==> src/rtl/keypad_matrix_scan_debounce_defines.svh <==
// assertion macros for the keypad scanner
// used by the top level, which carries the concurrent checks; needs nothing else
`ifndef KEYPAD_MATRIX_SCAN_DEBOUNCE_DEFINES_SVH
`define KEYPAD_MATRIX_SCAN_DEBOUNCE_DEFINES_SVH

// same-cycle implication, disabled while reset is high
`define KMSD_ASSERT_SAME(label, clk, rst, ante, cons) \
  label: assert property (@(posedge clk) disable iff (rst) (ante) |-> (cons)) \
    else $error("keypad scanner check failed");

// next-cycle implication, disabled while reset is high
`define KMSD_ASSERT_NEXT(label, clk, rst, ante, cons) \
  label: assert property (@(posedge clk) disable iff (rst) (ante) |=> (cons)) \
    else $error("keypad scanner check failed");

`endif

==> src/rtl/kmsd_pkg.sv <==
// shared types and constants of the keypad scanner
// no dependencies
package kmsd_pkg;

  // default matrix size
  localparam int NUM_ROWS_DEF = 4;
  localparam int NUM_COLS_DEF = 3;

  // fixed payload widths
  localparam int SAMPLE_W = 3;
  localparam int KEYMAP_W = 12;
  localparam int ROW_W    = 2;
  localparam int DRIVE_W  = 4;

  // keys at this index and past it are never tracked
  localparam int MAX_KEYS = 64;

  typedef struct packed {
    logic [SAMPLE_W-1:0] column_sample;
    logic [KEYMAP_W-1:0] clear_keys;
    logic                clear_activity;
  } kmsd_in_t;

  typedef struct packed {
    logic [ROW_W-1:0]    scanned_row;
    logic [DRIVE_W-1:0]  next_row_drive;
    logic                new_press;
    logic [KEYMAP_W-1:0] pressed_keys;
    logic                any_activity;
  } kmsd_out_t;

  // row-side part of a result
  typedef struct packed {
    logic [ROW_W-1:0]   scanned_row;
    logic [DRIVE_W-1:0] next_row_drive;
  } kmsd_row_t;

  // key-side part of a result
  typedef struct packed {
    logic                new_press;
    logic [KEYMAP_W-1:0] pressed_keys;
    logic                any_activity;
  } kmsd_key_stat_t;

endpackage

==> src/rtl/kmsd_row_seq.sv <==
// row sequencer: row counter, scanned row and next row drive
// depends on kmsd_pkg
module kmsd_row_seq #(
  parameter int NUM_ROWS = kmsd_pkg::NUM_ROWS_DEF,
  parameter int RIDX_W   = $clog2(NUM_ROWS)
) (
  input  logic              clk,
  input  logic              rst,
  input  logic              advance,
  output logic [RIDX_W-1:0] cur_row,
  output kmsd_pkg::kmsd_row_t row_info
);

  localparam logic [RIDX_W-1:0] LAST_ROW = RIDX_W'(NUM_ROWS - 1);

  logic [RIDX_W-1:0] row_index;
  logic [RIDX_W-1:0] after_row;
  logic [31:0]       cur_wide;
  logic [31:0]       after_wide;

  // row scanned by the item at the input
  assign cur_row   = (row_index == LAST_ROW) ? '0 : row_index + 1'b1;
  assign after_row = (cur_row == LAST_ROW) ? '0 : cur_row + 1'b1;

  assign cur_wide   = 32'(cur_row);
  assign after_wide = 32'(after_row);

  always_comb begin
    row_info.scanned_row = cur_wide[kmsd_pkg::ROW_W-1:0];
    for (int i = 0; i < kmsd_pkg::DRIVE_W; i++) begin
      row_info.next_row_drive[i] = (after_wide == 32'(i));
    end
  end

  always_ff @(posedge clk) begin
    if (rst) begin
      row_index <= LAST_ROW;
    end else if (advance) begin
      row_index <= cur_row;
    end
  end

endmodule

==> config.mk <==
export PLATFORM = sky130hd
export DESIGN_NAME = kmsd_row_seq
export DESIGN_NICKNAME = d
export VERILOG_FILES = /design/src/rtl/keypad_matrix_scan_debounce_defines.svh /design/src/rtl/kmsd_pkg.sv /design/src/rtl/kmsd_row_seq.sv
export SDC_FILE = /design/constraint.sdc
export NUM_CORES = 1
export LEC_CHECK = 0
export BUFFER_PORTS_ARGS = -buffer_cell sky130_fd_sc_hd__buf_4
export CORE_AREA = 2 2 39 41
export DETAILED_ROUTE_END_ITERATION = 16
export DIE_AREA = 0 0 41 43
export GPL_TIMING_DRIVEN = 0
export SYNTH_ARGS = -nofsm -noshare
export SYNTH_HDL_FRONTEND = slang
export SYNTH_SLANG_ARGS = --single-unit
export TNS_END_PERCENT = 1
==> constraint.sdc <==
create_clock -name clk -period 3.15 [get_ports clk]
set_input_delay 0.315 -clock clk [delete_from_list [all_inputs] [get_ports clk]]
set_output_delay 0.315 -clock clk [all_outputs]
set_load 0.05 [all_outputs]
==> flow_summary.rst <==
.. list-table::
   :header-rows: 1

   * - Metric
     - Value
   * - Run status
     - completed
   * - Number of port buffers
     - 10
   * - Final setup violating endpoints
     - 0
   * - Library cell occupying the most area in the post-synthesis netlist
     - ha_1
   * - Most common cell after layout, fill and taps aside
     - buf_4
   * - Crit path kind
     - flip-flop to output port
   * - Via density per instance
     - 3.37
   * - Portion of the clock cycle consumed by the worst path in the final layout
     - 0.536
   * - Number of CTS-inserted buffers
     - 3
   * - FP Rows
     - 14
   * - Count of fill cells added during filler insertion
     - 155
   * - Number of global-route vias before repair
     - 140
   * - Initial Util
     - 0.115
   * - # resized after CTS
     - 0
   * - Final Hold Violating Endpoints
     - 0
   * - Insertion delay to the later sink of the worst-skew pair
     - 0.22 ns
   * - Mapped Nets
     - 25
   * - GRT overflow
     - 0
   * - Maximum Capacitance Violations
     - 0
   * - Dpl ws
     - 1.69 ns
   * - Data required, critical path
     - between 2 and 3 ns
   * - Clock transition time at the flip-flop clock pins of the worst setup and hold paths
     - approximately 0.03 ns
   * - CP Cell Sequence
     - inv_1, ha_1, buf_4, buf_4
   * - Pins over their slew limit
     - 0
   * - Gate count after technology mapping
     - 17
   * - Actual transition at the worst max-transition pin
     - around 0.22 ns
   * - Top post-synthesis cells by area
     - ha_1, dfxtp_1, buf_4
   * - Leading registers by flop count
     - row_index: 2 flops
   * - Slowest cell on the critical path
     - dfxtp_1
   * - RePlAce Congestion
     - 0.635
   * - Worst IR Drop VDD
     - 0.000166 V
   * - Fin Clk Skew
     - about 0.0024 ns
   * - Clock sink total
     - 2
   * - Die width
     - 41 um
   * - Worst slew margin
     - 0.854
   * - Category of the worst setup path launch point
     - flip-flop
   * - Floorplan die height
     - between 40 and 50 um
   * - Total number of vias
     - 155
   * - CTS tree
     - yes
   * - Pwr Density
     - roughly 600 nW/um2
   * - Clk root buf
     - clkbuf_4
   * - Flip-flop and latch count after synthesis
     - 2
   * - Drc violations
     - 0
   * - Unrepaired setup endpoints after global routing
     - no
   * - Most prevalent standard cell on the critical path
     - buf_4
   * - CP top delay family
     - buffers and inverters
   * - Yosys synthesis warning count
     - 0
   * - Number of diodes
     - 0
   * - Number of H-tree levels
     - 1
   * - Netlist cell types
     - 9
   * - Critical Path Max Stage Delay
     - just over 0.4 ns
   * - Largest net degree at the start of global routing
     - 7
   * - Number of hold buffers added after cts
     - 0
   * - Syn avg cell area
     - ~9.3 um2
   * - LEAKAGE
     - around 0.16 nW
   * - Flip-flop count of the largest register after layout
     - 2
   * - Layout Utilization
     - 0.200
   * - Total Die Area
     - 1760 um2
   * - Buffers from clock root to sink, at most
     - 2
   * - Worst setup margin
     - between 1 and 1.5 ns
   * - Total wire length
     - 334 um
   * - Hpwl dp
     - around 270 um
   * - Initial antenna violation count
     - 0
   * - First-pass GRT wire length
     - around 540 um
   * - Critical Path Sink Type
     - output port
   * - Synthesis-to-layout area growth
     - 74.0%
   * - Post-synth top area share
     - 0.394
   * - Commonest non-fill, non-tap cells in the layout
     - buf_4, ha_1, inv_1, clkbuf_4, dfxtp_1
   * - Share of layout cells above drive strength 1
     - 0.500
   * - Critical path buffer and inverter count
     - 3
   * - Detail-routed net length per standard cell
     - between 7 and 8 um
   * - Fmax
     - approximately 0.59 GHz
   * - Post-synthesis cell area
     - approximately 160 um2
   * - Final #Nets
     - 40
   * - Sequential fraction of the synthesis area
     - 0.252
   * - Reg with most FFs
     - row_index
   * - First drt pass iteration count
     - 2
   * - Final sum of negative setup slack
     - 0 ns
   * - Core footprint
     - about 1400 um2
   * - Final worst path period need
     - around 1.7 ns
   * - Antenna viol nets, final
     - 0
   * - Maximum fanout along the worst path
     - 6
   * - Arrival time of data at the critical path endpoint
     - 1.37 ns
   * - Class of the tightest hold or removal check
     - input port to flip-flop
   * - I/O pins
     - 11
   * - Initial drt markers
     - 1
   * - Count of buffers added by post-CTS timing repair for setup
     - 0
   * - Global-route usage over all layers
     - 0.0511
-- synthesized netlist by cell type --
library cell  n
ha_1          5
inv_1         3
buf_4         2
dfxtp_1       2
a211o_1       1
nand2_1       1
nor2_1        1
nor2b_1       1
o211ai_1      1
-- layout make-up --
class	count	area, um2	area share
Buffer	2	15.0	0.0543
Clock buffer	3	22.5	0.0814
Inverter	3	11.3	0.0407
Multi-Input combinational cell	10	92.6	0.335
Sequential cell	2	40.0	0.145
Tap cell	16	20.0	0.0724
Timing Repair Buffer	10	75.1	0.271
-- cells by family (layout without fill, tap and decap cells) --
kind of cell / Yosys count / in the layout / synth area share
AOI/OAI and AO/OA: 2 / 2 / 0.102
and+or+nand+nor: 3 / 3 / 0.0866
adders and majority gates: 5 / 5 / 0.394
buffers and inverters: 5 / 18 / 0.165
DFF: 2 / 2 / 0.252
-- through the flow --
stage / hold slack (ns) / power, mW / std cells / instance area (um2)
floorplan: 0.409 / 0.0892 / 17 / 159
global placement: 0.509 / 0.107 / 43 / 254
detailed placement: 0.509 / 0.108 / 43 / 254
CTS: 0.277 / 0.167 / 46 / 277
global route: 0.287 / 0.175 / 46 / 277
finish: 0.283 / 0.163 / 46 / 277
-- metal layers --
metal	global-route usage	part of all wire
met5	0	0
met2	0.0594	0.39
met3	0.0628	0.17
met1	0.0541	0.44
met4	0.0200	0
-- path summary, 6_finish.rpt --
kind	cells after the start	from	end	slack [ns]
worst max register to register	4	row_index[0]$_SDFFE_PP1P_	row_index[1]$_SDFFE_PP1P_	2.05
worst min-delay path	2	rst	row_index[0]$_SDFFE_PP1P_	0.28
worst min register to register	2	row_index[1]$_SDFFE_PP1P_	row_index[1]$_SDFFE_PP1P_	0.59
worst max-delay path	4	row_index[0]$_SDFFE_PP1P_	row_info[5]	1.46
-- report_power, final --
part           internal, mW  leakage [nW]  switching (mW)
Sequential           0.0279        0.0167         0.00293
Clock                0.0419        0.0138          0.0137
Combinational        0.0244         0.131          0.0516
Total                0.0942         0.161          0.0683
Note: power is estimated with default switching activity, not from simulation.
