[config.mk]
export PLATFORM = sky130hd
export DESIGN_NAME = kmsd_debounce
export DESIGN_NICKNAME = d
export VERILOG_FILES = /design/src/rtl/keypad_matrix_scan_debounce_defines.svh /design/src/rtl/kmsd_pkg.sv /design/src/rtl/kmsd_debounce.sv
export SDC_FILE = /design/constraint.sdc
export NUM_CORES = 1
export LEC_CHECK = 0
export ABC_CLOCK_PERIOD_IN_PS = 2250
export BUFFER_PORTS_ARGS = -buffer_cell sky130_fd_sc_hd__buf_2
export CORE_UTILIZATION = 53
export CTS_CLUSTER_SIZE = 25
export DETAILED_ROUTE_END_ITERATION = 12
export HOLD_SLACK_MARGIN = 0.08
export PLACE_DENSITY_LB_ADDON = 0.25
export RECOVER_POWER = 25
export SYNTH_ARGS = -nofsm -noshare
export SYNTH_HDL_FRONTEND = slang
export SYNTH_SLANG_ARGS = --single-unit
[constraint.sdc]
create_clock -name clk -period 2.25 [get_ports clk]
set_clock_uncertainty 0.1 [all_clocks]
set_input_delay 0.3375 -clock clk [delete_from_list [all_inputs] [get_ports clk]]
set_output_delay 0.3375 -clock clk [all_outputs]
set_load 0.03 [all_outputs]
[src/rtl/keypad_matrix_scan_debounce_defines.svh]
// assertion macros for the keypad scanner
// used by the top level, which carries the concurrent checks; needs nothing else
`ifndef KEYPAD_MATRIX_SCAN_DEBOUNCE_DEFINES_SVH
`define KEYPAD_MATRIX_SCAN_DEBOUNCE_DEFINES_SVH

// same-cycle implication, disabled while reset is high
`define KMSD_ASSERT_SAME(label, clk, rst, ante, cons) \
  label: assert property (@(posedge clk) disable iff (rst) (ante) |-> (cons)) \
    else $error("keypad scanner check failed");

// next-cycle implication, disabled while reset is high
`define KMSD_ASSERT_NEXT(label, clk, rst, ante, cons) \
  label: assert property (@(posedge clk) disable iff (rst) (ante) |=> (cons)) \
    else $error("keypad scanner check failed");

`endif

[src/rtl/kmsd_pkg.sv]
// shared types and constants of the keypad scanner
// no dependencies
package kmsd_pkg;

  // default matrix size
  localparam int NUM_ROWS_DEF = 4;
  localparam int NUM_COLS_DEF = 3;

  // fixed payload widths
  localparam int SAMPLE_W = 3;
  localparam int KEYMAP_W = 12;
  localparam int ROW_W    = 2;
  localparam int DRIVE_W  = 4;

  // keys at this index and past it are never tracked
  localparam int MAX_KEYS = 64;

  typedef struct packed {
    logic [SAMPLE_W-1:0] column_sample;
    logic [KEYMAP_W-1:0] clear_keys;
    logic                clear_activity;
  } kmsd_in_t;

  typedef struct packed {
    logic [ROW_W-1:0]    scanned_row;
    logic [DRIVE_W-1:0]  next_row_drive;
    logic                new_press;
    logic [KEYMAP_W-1:0] pressed_keys;
    logic                any_activity;
  } kmsd_out_t;

  // row-side part of a result
  typedef struct packed {
    logic [ROW_W-1:0]   scanned_row;
    logic [DRIVE_W-1:0] next_row_drive;
  } kmsd_row_t;

  // key-side part of a result
  typedef struct packed {
    logic                new_press;
    logic [KEYMAP_W-1:0] pressed_keys;
    logic                any_activity;
  } kmsd_key_stat_t;

endpackage

[src/rtl/kmsd_debounce.sv]
// per-key debounce, press latch and sticky activity flag
// depends on kmsd_pkg
module kmsd_debounce #(
  parameter int NUM_ROWS = kmsd_pkg::NUM_ROWS_DEF,
  parameter int NUM_COLS = kmsd_pkg::NUM_COLS_DEF,
  parameter int RIDX_W   = $clog2(NUM_ROWS)
) (
  input  logic                            clk,
  input  logic                            rst,
  input  logic                            advance,
  input  logic [RIDX_W-1:0]               cur_row,
  input  logic [kmsd_pkg::SAMPLE_W-1:0]   column_sample,
  input  logic [kmsd_pkg::KEYMAP_W-1:0]   clear_keys,
  input  logic                            clear_activity,
  output kmsd_pkg::kmsd_key_stat_t        key_stat
);

  localparam int NUM_KEYS  = NUM_ROWS * NUM_COLS;
  localparam int KB        = (NUM_KEYS < kmsd_pkg::MAX_KEYS) ? NUM_KEYS : kmsd_pkg::MAX_KEYS;
  localparam int COLS_USED = (NUM_COLS < kmsd_pkg::SAMPLE_W) ? NUM_COLS : kmsd_pkg::SAMPLE_W;
  localparam logic [kmsd_pkg::SAMPLE_W-1:0] COL_MASK =
    kmsd_pkg::SAMPLE_W'((1 << COLS_USED) - 1);

  logic [KB-1:0] previous_sample, previous_sample_next;
  logic [KB-1:0] stable_level, stable_level_next;
  logic [KB-1:0] press_latch, press_latch_next;
  logic [KB-1:0] rise;
  logic          activity_flag, activity_flag_next;

  for (genvar k = 0; k < KB; k++) begin : g_key
    localparam int KR = k / NUM_COLS;
    localparam int KC = k % NUM_COLS;
    logic cur, sel, same, clr;

    // columns beyond the sample width never read high
    if (KC < kmsd_pkg::SAMPLE_W) begin : g_cur
      assign cur = column_sample[KC];
    end else begin : g_nocur
      assign cur = 1'b0;
    end

    if (k < kmsd_pkg::KEYMAP_W) begin : g_clr
      assign clr = clear_keys[k];
    end else begin : g_noclr
      assign clr = 1'b0;
    end

    assign sel  = (cur_row == RIDX_W'(KR));
    assign same = sel && (cur == previous_sample[k]);
    // stable press after stable release
    assign rise[k] = same && cur && !stable_level[k];

    assign press_latch_next[k]     = (press_latch[k] & ~clr) | rise[k];
    assign stable_level_next[k]    = same ? cur : stable_level[k];
    assign previous_sample_next[k] = sel ? cur : previous_sample[k];
  end

  // clear first, then this tick's activity
  assign activity_flag_next = (activity_flag & ~clear_activity) | (|(column_sample & COL_MASK));

  always_comb begin
    key_stat.new_press    = |rise;
    key_stat.any_activity = activity_flag_next;
    for (int i = 0; i < kmsd_pkg::KEYMAP_W; i++) begin
      key_stat.pressed_keys[i] = (i < KB) ? press_latch_next[i % KB] : 1'b0;
    end
  end

  always_ff @(posedge clk) begin
    if (rst) begin
      previous_sample <= '0;
      stable_level    <= '0;
      press_latch     <= '0;
      activity_flag   <= 1'b0;
    end else if (advance) begin
      previous_sample <= previous_sample_next;
      stable_level    <= stable_level_next;
      press_latch     <= press_latch_next;
      activity_flag   <= activity_flag_next;
    end
  end

endmodule

==> metrics.txt <==
# TYPE chip_impl_metric gauge
chip_impl_metric{name="min_path_cells",unit=""} 3
chip_impl_metric{name="finalWirelength",unit="mm"} 3.596
chip_impl_metric{name="post_synthesis_cell_count",unit=""} 210
chip_impl_metric{name="via_count",unit=""} 1589
chip_impl_info{name="layout.cells.most_common",value="sky130_fd_sc_hd__dfxtp_1"} 1
chip_impl_metric{name="antenna_violating_nets_post_route",unit=""} 0
chip_impl_info{name="outcome",value="finished with violations"} 1
chip_impl_metric{name="yosys_register_bits",unit=""} 37
chip_impl_metric{name="ys_seq_area_share",unit="%"} 43.63
chip_impl_metric{name="cap_viol_max_count",unit=""} 0
chip_impl_info{name="cpMaxStageDelayCell",value="sky130_fd_sc_hd__or4_1"} 1
chip_impl_metric{name="yosys_cell_types",unit=""} 24
chip_impl_info{name="cts-root-buf",value="sky130_fd_sc_hd__clkbuf_4"} 1
chip_impl_metric{name="clkSlewWorstSetupHoldPaths",unit="ns"} 0.11
chip_impl_metric{name="grt_overflow",unit=""} 0
chip_impl_info{name="timing.hold.worst.start",value="column_sample[2]"} 1
chip_impl_info{name="mostFrequentLayoutCells",value="sky130_fd_sc_hd__dfxtp_1 (34), sky130_fd_sc_hd__buf_2 (32), sky130_fd_sc_hd__nand2_1 (24), sky130_fd_sc_hd__nor2_1 (23), sky130_fd_sc_hd__o21ai_0 (22)"} 1
chip_impl_info{name="critPathCaptureType",value="output pin"} 1
chip_impl_metric{name="clkPwrFrac",unit="%"} 31.9
chip_impl_metric{name="area_growth",unit="%"} 18.57
chip_impl_metric{name="yosys-mux-area-fraction",unit="%"} 5.306
chip_impl_metric{name="hpwlAfterDp",unit="mm"} 2.520
chip_impl_metric{name="timing.reg2reg.worst_path_depth",unit=""} 3
chip_impl_metric{name="fraction_of_the_core_area_covered_by_cells_at_the_end_of_the_flow",unit="%"} 65.94
chip_impl_metric{name="clock_path_buffers",unit=""} 2
chip_impl_info{name="violations",value="negative setup slack"} 1
chip_impl_metric{name="multi_input_comb_area",unit="sq um"} 870.8
chip_impl_info{name="holdPathEnd",value="previous_sample[11]"} 1
chip_impl_metric{name="synth-compound-area-share",unit="%"} 19.60
chip_impl_metric{name="clk_latency",unit="ns"} 0.34
chip_impl_metric{name="reg2reg_slack",unit="ns"} 1.00
chip_impl_metric{name="grt_antenna_before_repair",unit=""} 0
chip_impl_metric{name="die_width",unit="um"} 58.60
chip_impl_metric{name="fin_ws",unit="ns"} -0.08990
chip_impl_metric{name="crit_fanout",unit=""} 3
chip_impl_metric{name="mappedNetlistNets",unit=""} 231
chip_impl_metric{name="fmaxAchievable",unit="MHz"} 427.4
chip_impl_metric{name="leakage",unit="nW"} 0.9867
chip_impl_info{name="cts_tree",value="built"} 1
chip_impl_metric{name="first_pass_grt_wire_length",unit="mm"} 5.802
chip_impl_metric{name="final_min_period_over_clock_period",unit="%"} 104.0
chip_impl_metric{name="setup_viol_count_final",unit=""} 1
chip_impl_info{name="worst_r2r_startpoint",value="previous_sample[10]"} 1
chip_impl_metric{name="via_count_of_the_first_global_routing_pass",unit=""} 1251
chip_impl_metric{name="design.portCount",unit=""} 35
chip_impl_metric{name="relSlewSlack",unit="%"} 43.16
chip_impl_metric{name="cp_num_buf_inv",unit=""} 1
chip_impl_metric{name="critPathRequiredTime",unit="ns"} 1.81
chip_impl_metric{name="count_of_inserted_antenna_diode_cells",unit=""} 0
chip_impl_info{name="cpLargestDelayFamily",value="simple AND/OR/NAND/NOR gates"} 1
chip_impl_info{name="path_cells",value="and4b_1, or4_1, or3_1, buf_6"} 1
chip_impl_metric{name="crit_path_max_incr_delay",unit="ns"} 0.52
chip_impl_metric{name="numClockSinks",unit=""} 37
chip_impl_metric{name="part_of_the_total_power_dissipated_in_combinational_logic",unit="%"} 12.7
chip_impl_metric{name="avgRoutedWirePerCell",unit="um"} 12.32
chip_impl_info{name="hold_class",value="in2reg"} 1
chip_impl_metric{name="sequential_cell_area",unit="sq um"} 744.5
chip_impl_metric{name="finalHoldViolCount",unit=""} 0
chip_impl_metric{name="dr.pass1.iters",unit=""} 4
chip_impl_metric{name="cts.htree.levels",unit=""} 2
chip_impl_metric{name="coreArea",unit="sq um"} 3053
chip_impl_metric{name="worst-endpoint-arrival",unit="ns"} 1.90
chip_impl_metric{name="postSynthAreaPerCell",unit="sq um"} 8.085
chip_impl_metric{name="die_h",unit="um"} 58.60
chip_impl_info{name="crit-reg2reg-capture",value="press_latch[10]"} 1
chip_impl_info{name="synth_top_family_by_area",value="simple AND/OR/NAND/NOR gates"} 1
chip_impl_metric{name="worst_slew_pin_slew",unit="ns"} 0.8525
chip_impl_metric{name="avgViaCountPerCell",unit=""} 5.442
chip_impl_metric{name="yosys_warnings",unit=""} 0
chip_impl_metric{name="synthAdderAreaFrac",unit="%"} 0
chip_impl_metric{name="initial_core_util",unit="%"} 55.61
chip_impl_metric{name="ir_drop",unit="uV"} 357.5
chip_impl_metric{name="cell_internal_pwr",unit="uW"} 919.7
chip_impl_metric{name="route.detailed.drc",unit=""} 0
chip_impl_metric{name="n_fill_cell",unit=""} 278
chip_impl_metric{name="sequentialPowerShare",unit="%"} 55.5
chip_impl_metric{name="post_synth_instance_area",unit="sq um"} 1698
chip_impl_metric{name="grt_use_total",unit="%"} 22.80
chip_impl_metric{name="timing.setup.tns",unit="ns"} -0.08990
chip_impl_metric{name="rows",unit=""} 20
chip_impl_metric{name="drive_above_1_share",unit="%"} 22.98
chip_impl_info{name="setup_repair_after_global_routing_missed_its_margin",value="yes"} 1
chip_impl_metric{name="numCtsBuffers",unit=""} 5
chip_impl_info{name="worstSetupPathType",value="reg2out"} 1
chip_impl_metric{name="powerDensity",unit="nW/um^2"} 618.8
chip_impl_metric{name="finalCriticalPeriod",unit="ns"} 2.340
chip_impl_metric{name="cts.hold.buffers_added",unit=""} 0
chip_impl_metric{name="switching_share",unit="%"} 26.17
chip_impl_info{name="worstSetupStartpointType",value="flop"} 1
chip_impl_metric{name="sw_power",unit="uW"} 326.0
chip_impl_metric{name="io_buffer_count",unit=""} 34
chip_impl_metric{name="grt_start_max_net_pins",unit=""} 38
chip_impl_info{name="crit_start",value="stable_level[7]"} 1
chip_impl_metric{name="synth-simple-area-share",unit="%"} 26.38
chip_impl_metric{name="place_congestion",unit=""} 0.7911
chip_impl_metric{name="final_max_slew_viol_count",unit=""} 0
chip_impl_metric{name="design.die.area",unit="sq um"} 3434
chip_impl_metric{name="num-nets-final",unit=""} 268
chip_impl_metric{name="synth_xor_area_share",unit="%"} 0
chip_impl_metric{name="drt_iter0_markers",unit=""} 105
-- power groups by stage --
stage               Combinational, mW  Clock (mW)  Sequential, mW
finish                          0.158       0.397           0.691
global route                    0.174       0.444           0.694
CTS                             0.159       0.411           0.691
detailed placement              0.155           0           0.706
global placement                0.154           0           0.705
floorplan                       0.104           0           0.702
-- state kept, by name, indices dropped and copies added, names as in the netlist --
| name | flops |
|---|---|
| press_latch | 12 |
| activity_flag | 1 |
| stable_level | 12 |
| previous_sample | 12 |
-- cells by family (layout without fill, tap and decap cells) --
logic type	after synthesis	count (layout)
muxes	9	9
and+or+nand+nor	85	85
DFF	37	37
buffers and inverters	22	60
AOI/OAI and AO/OA	57	57
-- worst min-delay path, stage by stage --
cell and delay (ns):
sky130_fd_sc_hd__buf_2 0.13, sky130_fd_sc_hd__nand2_1 0.06, sky130_fd_sc_hd__a21oi_1 0.05
-- per-stage QoR --
| step | power (mW) | hold slack, ns | instances | cell area [sq um] | setup WS (ns) |
|---|---|---|---|---|---|
| after floorplan | 0.8062 | 0.3498 | 210 | 1698 | 0.2393 |
| after CTS | 1.260 | 0.1652 | 292 | 2017 | -0.1017 |
| after global routing | 1.312 | 0.1551 | 292 | 2013 | -0.1457 |
| final | 1.246 | 0.1757 | 292 | 2013 | -0.08990 |
| after detailed placement | 0.8610 | 0.3695 | 283 | 1931 | 0.04882 |
| after global placement | 0.8593 | 0.3644 | 283 | 1931 | 0.06300 |
-- cell usage after synthesis, drive strengths merged --
library cell / number / area (sq um)
nand4: 2 / 12.51
or4: 1 / 7.510
nand2: 24 / 90.09
and4b: 2 / 20.02
a311oi: 8 / 70.07
buf: 1 / 7.510
a21o: 3 / 22.52
o21ai: 22 / 110.1
nor2b: 2 / 20.02
nor3: 3 / 15.01
clkbuf: 12 / 45.04
and3: 10 / 67.57
nand4b: 7 / 61.31
nor2: 23 / 86.33
inv: 9 / 33.78
nand3: 1 / 5.000
a21oi: 20 / 100.1
dfxtp: 37 / 740.7
a211oi: 4 / 30.03
or3: 2 / 12.51
nand2b: 8 / 50.05
mux2i: 9 / 90.09
-- worst max path at each step --
stage | end | slack, ns | cells past startpoint
floorplan | key_stat[13] | 0.24 | 4
global placement | key_stat[13] | 0.06 | 6
detailed placement | key_stat[13] | 0.05 | 6
CTS | key_stat[13] | -0.10 | 4
global route | key_stat[13] | -0.15 | 4
finish | key_stat[13] | -0.09 | 4
-- timing repair --
action | CTS | global route
resized for setup | 4 | 1
buffers inserted | 1 | 0
endpoints found under the setup margin | 1 | 1
-- cell type report --
type / count / share of cell area [%]
multi-input combinational: 151 / 43.26
sequential: 37 / 36.98
timing repair buffer: 43 / 11.87
clock buffer: 7 / 3.232
tap: 44 / 2.735
inverter: 9 / 1.678
clock inverter: 1 / 0.2486
-- routing by layer --
| metal | wire (um) | global-route usage [%] | vias to the layer above |
|---|---|---|---|
| met3 | 161 | 7.253 | 4 |
| met4 | 48 | 9.864 | 0 |
| met1 | 1805 | 31.63 | 722 |
| li1 | - | - | 819 |
| met2 | 1581 | 32.51 | 44 |
| met5 | 0 | 0 | - |
Power figures use the tool's default switching activity.
